===== src/hw/rtl/fbat_pkg.sv =====
// ----------------------------------------------------------------------------
// fbat_pkg
// Shared types and constants of the flow byte accounting table.
// ----------------------------------------------------------------------------
package fbat_pkg;

	// table geometry
	localparam int FLOW_ENTRIES = 8192;
	localparam int PROBE_LIMIT  = 8;
	localparam int IDX_W        = $clog2(FLOW_ENTRIES);
	localparam int PCNT_W       = $clog2(PROBE_LIMIT) + 1;
	localparam int SLOT_W       = 13;

	// header classification
	localparam logic [3:0] IP_V4     = 4'd4;
	localparam logic [7:0] PROTO_TCP = 8'd6;
	localparam logic [7:0] PROTO_UDP = 8'd17;

	// hash multipliers
	localparam logic [31:0] HASH_C1 = 32'h85EB_CA6B;
	localparam logic [31:0] HASH_C2 = 32'hC2B2_AE35;
	localparam logic [31:0] HASH_C3 = 32'h7FEB_352D;

	typedef enum logic [2:0] {
		ST_NOT_IPV4    = 3'd0,
		ST_OTHER_PROTO = 3'd1,
		ST_INSERTED    = 3'd2,
		ST_UPDATED     = 3'd3,
		ST_FULL        = 3'd4
	} status_t;

	typedef enum logic [2:0] {
		S_CLEAR,
		S_IDLE,
		S_HASH1,
		S_HASH2,
		S_LOAD,
		S_READ,
		S_CHECK,
		S_RESULT
	} state_t;

	// one table entry as stored in memory
	typedef struct packed {
		logic        valid;
		logic [63:0] addr;
		logic [39:0] ports_proto;
		logic [63:0] sent;
		logic [63:0] recv;
		logic [31:0] pid;
	} entry_t;

endpackage


===== src/hw/rtl/fbat_hash.sv =====
// ----------------------------------------------------------------------------
// fbat_hash
// Two-stage pipelined flow key hash; gives the home slot of a key.
// ----------------------------------------------------------------------------
module fbat_hash (
	input  logic                      clk,
	input  logic [63:0]               key_addr,
	input  logic [39:0]               key_pp,
	output logic [fbat_pkg::IDX_W-1:0] base
);

	logic [63:0] p1, p2, p3;
	logic [31:0] m1_s1, m2_s1, x_s1;
	logic [31:0] h_a, h_b, m3_s2, h_c;

	// first stage: key multiplies
	assign p1 = 64'(key_addr[31:0]) * 64'(fbat_pkg::HASH_C1);
	assign p2 = 64'(key_pp[39:8]) * 64'(fbat_pkg::HASH_C2);

	always_ff @(posedge clk) begin
		m1_s1 <= p1[31:0];
		m2_s1 <= p2[31:0];
		x_s1  <= key_addr[63:32] ^ 32'(key_pp[7:0]);
	end

	// second stage: fold and mix multiply
	assign h_a = x_s1 ^ m1_s1 ^ m2_s1;
	assign h_b = h_a ^ (h_a >> 16);
	assign p3  = 64'(h_b) * 64'(fbat_pkg::HASH_C3);

	always_ff @(posedge clk) begin
		m3_s2 <= p3[31:0];
	end

	// final fold, slot is the low bits
	assign h_c  = m3_s2 ^ (m3_s2 >> 15);
	assign base = h_c[fbat_pkg::IDX_W-1:0];

endmodule


===== config.mk =====
export PLATFORM = sky130hd
export DESIGN_NAME = fbat_hash
export DESIGN_NICKNAME = d
export VERILOG_FILES = /design/src/hw/rtl/fbat_pkg.sv /design/src/hw/rtl/fbat_hash.sv
export SDC_FILE = /design/constraint.sdc
export NUM_CORES = 2
export LEC_CHECK = 0
export BUFFER_PORTS_ARGS = -buffer_cell sky130_fd_sc_hd__buf_2
export CORE_UTILIZATION = 60
export CTS_BUF_LIST = sky130_fd_sc_hd__clkbuf_4 sky130_fd_sc_hd__clkbuf_8 sky130_fd_sc_hd__clkbuf_16
export CTS_CLUSTER_DIAMETER = 30
export DETAILED_ROUTE_END_ITERATION = 10
export GPL_ROUTABILITY_DRIVEN = 0
export PLACE_DENSITY = 0.84
export SLEW_MARGIN = 10
export SYNTH_ARGS = -nofsm -noshare
export SYNTH_HDL_FRONTEND = slang
export SYNTH_SLANG_ARGS = --single-unit

===== constraint.sdc =====
create_clock -name clk -period 7 [get_ports clk]
set_clock_uncertainty 0.1 [all_clocks]
set_input_delay 0.7 -clock clk [delete_from_list [all_inputs] [get_ports clk]]
set_output_delay 0.7 -clock clk [all_outputs]
set_load 0.02 [all_outputs]

==> implementation parameters <==
Parameter                              Value

Run status
  Outcome    finished clean

Critical path
  Critical path capture point    m3_s2[27]
  Req. time, crit path    7.24 ns
  Kind of end point of the critical path    flip-flop
  Minimum setup slack among reg-to-reg paths    0.26 ns
  Element type at the critical path start    flip-flop
  Highest net fanout along the worst path    4
  Endpoint of the most critical register-to-register path    m3_s2[27]
  Arrival @ worst endpoint    6.99 ns
  CP Class    flip-flop to flip-flop
  Startpoint of the worst-slack reg-to-reg timing path    x_s1[10]
  R2R cell count    24
  Launching instance or port of the critical path    x_s1[10]

Min path
  Worst hold path class    input port to flip-flop
  Worst Hold Depth    1

Synthesis
  Net count after synthesis    3,883
  Yosys warning count    0
  Synthesized area per cell    10.3 um^2
  Asr flop ratio synth    0%
  Post-synthesis register bit count    122
  Number of instances in the synthesized netlist    2,682
  Area fraction of the dominant cell type after synthesis    38.9%
  Most common cell in the netlist    inv_1
  Synth top area cells    fa_1 (39%), ha_1 (25%), inv_1 (12%), dfxtp_1 (8.8%), xnor2_1 (5.5%)
  Top_reg_cell synth    dfxtp_1
  Proportion of synthesized chip area in sequential cells    8.84%
  Post-synth EDFFs    0
  Number of unique standard cell types used by synthesis    54
  Largest area contributor in the netlist    fa_1
  Top cells by instance count after synthesis    inv_1 (905), ha_1 (559), fa_1 (537)
  Combined area of all synthesized cells    0.0276 mm^2

CTS
  Count of hold-fix buffers inserted at cts    0
  Clock latency on the worst-skew pair    0.45 ns
  CTS tree    yes
  Worst-path clk slew    0.07 ns
  Maximum buffer depth of the clock tree    2
  Post-CTS setup buffer count    0
  Inserted Clock Buffers    17
  Total clock sinks    122
  Maximum level of the CTS H-tree    4
  Root buf cell    clkbuf_16

GRT
  Number of global-route vias before repair    21.8k
  Number of antenna violations at the first check in global routing    4
  Pin count of the biggest net entering global routing    17
  Global router's overall resource usage    31.4%
  Overflow left after global routing    0
  Global-route wire length before repair    112,000 um

Final layout
  Growth of design area from synthesis to finish    8.37%
  NumNets Final    4,063
  Layout cells sized above 1    7.34%
  Fill cell count    3,211

Place
  Buffers added on ports    117
  Post-DP HPWL    61,500 um
  Post-Place Setup Slack    -0.134 ns

Route
  First-iteration detailed-routing DRC count    1,142
  Via density per instance    5.37
  Post-route DRC    0
  Per-cell routed wire length    19.8 um
  Pre-Repair DR Iteration Count    7
  Vias    18.7k
  Overall routed net length    69,000 um
  Final ANT Viol Nets    0

Floorplan
  Vert. Die Dim    217 um
  Total Die Area    0.0469 mm^2
  Effective utilization at floorplan    60.9%
  Width of the die    217 um
  Core area    0.0454 mm^2
  Number of rows created at floorplan    78
  # IOs    118

Timing
  Worst-case setup margin in the final layout    0.256 ns
  Peak Freq    0.148 GHz
  Final setup violation count    0
  Count of pins over their slew limit    0
  Final hold violations    0
  Shortest clock period the worst path allows after layout    6.74 ns
  Pin slew with the least headroom to its limit    0.607 ns
  Relative slew slack    59.1%
  Tcrit/Tclk final    96.3%
  Worst-case hold slack    0.249 ns

Flow run
  Max-Cap Viols    0
-- metal layers --
metal,GRT usage [%],share of wire [%]
met1,36.8,37
met2,53.8,50
met4,18.0,6.0
met3,5.94,7.1
met5,0,0
-- registers in the layout, indices dropped and copies added, names as in the netlist --
| signal | count |
|---|---|
| m1_s1 | 32 |
| m2_s1 | 32 |
| x_s1 | 32 |
| m3_s2 | 26 |
-- cells by family after synthesis --
| kind of cell | share of synthesized area [%] |
|---|---|
| xor+xnor | 8.35 |
| compound gates | 4.35 |
| fa+ha+maj | 64.2 |
| simple gates | 1.96 |
| flops | 8.84 |
| buf+inv | 12.3 |
-- placed cells by master, fill, tap and decap left out, types with 39 or more instances in the layout --
cell type and instances:
xor2_1 86, ha_1 559, inv_1 905, buf_4 43, buf_2 117, dfxtp_1 122
a21oi_1 60, nor2_1 39, xnor2_1 171, fa_1 537
-- repair_timing --
item / in CTS / in global routing
gates resized for setup: 0 / 6
setup endpoints to repair: 0 / 7
hold endpoints to repair: 0 / 0
-- critical path, stage by stage (launching register included) --
cell and delay (ns):
dfxtp_1 0.33, xor2_1 0.32, xnor2_1 0.20, xor2_1 0.17, buf_4 0.18, ha_1 0.30, ha_1 0.35, fa_1 0.50
fa_1 0.47, fa_1 0.55, inv_1 0.06, fa_1 0.53, inv_1 0.05, fa_1 0.43, ha_1 0.32, and3_1 0.22
and3_1 0.22, o21a_1 0.16, a21oi_1 0.07, buf_4 0.16, o31ai_1 0.28, nand2_1 0.12, a21o_1 0.16, a21oi_1 0.20
xnor2_2 0.18
-- per-stage QoR --
stage,area (um^2),util (%),instances,TNS (ns)
6_report,30000,66.0,3478,0
5_1_grt,30000,66.0,3478,-0.00429
3_5_place_dp,29300,64.6,3443,-0.213
3_3_place_gp,29300,64.6,3443,0
4_1_cts,29900,65.9,3475,0
2_1_floorplan,27600,-,2682,0
-- worst min-delay path by stage --
stage	from	to	slack [ns]
floorplan	m1_s1[1]	m3_s2[1]	0.62
finish	key_addr[42]	x_s1[10]	0.25
detailed placement	m1_s1[1]	m3_s2[1]	0.68
CTS	key_addr[42]	x_s1[10]	0.24
global route	key_addr[42]	x_s1[10]	0.25
global placement	m1_s1[1]	m3_s2[1]	0.66
-- area by class of cell --
type	count	area, um^2	share of cell area [%]
Multi-Input combinational cell	1655	21800	72.9
Inverter	905	3400	11.3
Sequential cell	122	2440	8.15
Timing Repair Buffer	161	928	3.10
Tap cell	600	751	2.51
Clock buffer	17	425	1.42
Clock inverter	15	165	0.551
Antenna cell	3	7.51	0.0251
Power is not shown: default switching activity piles up to over one toggle a cycle in this logic, so the estimate is an artifact.
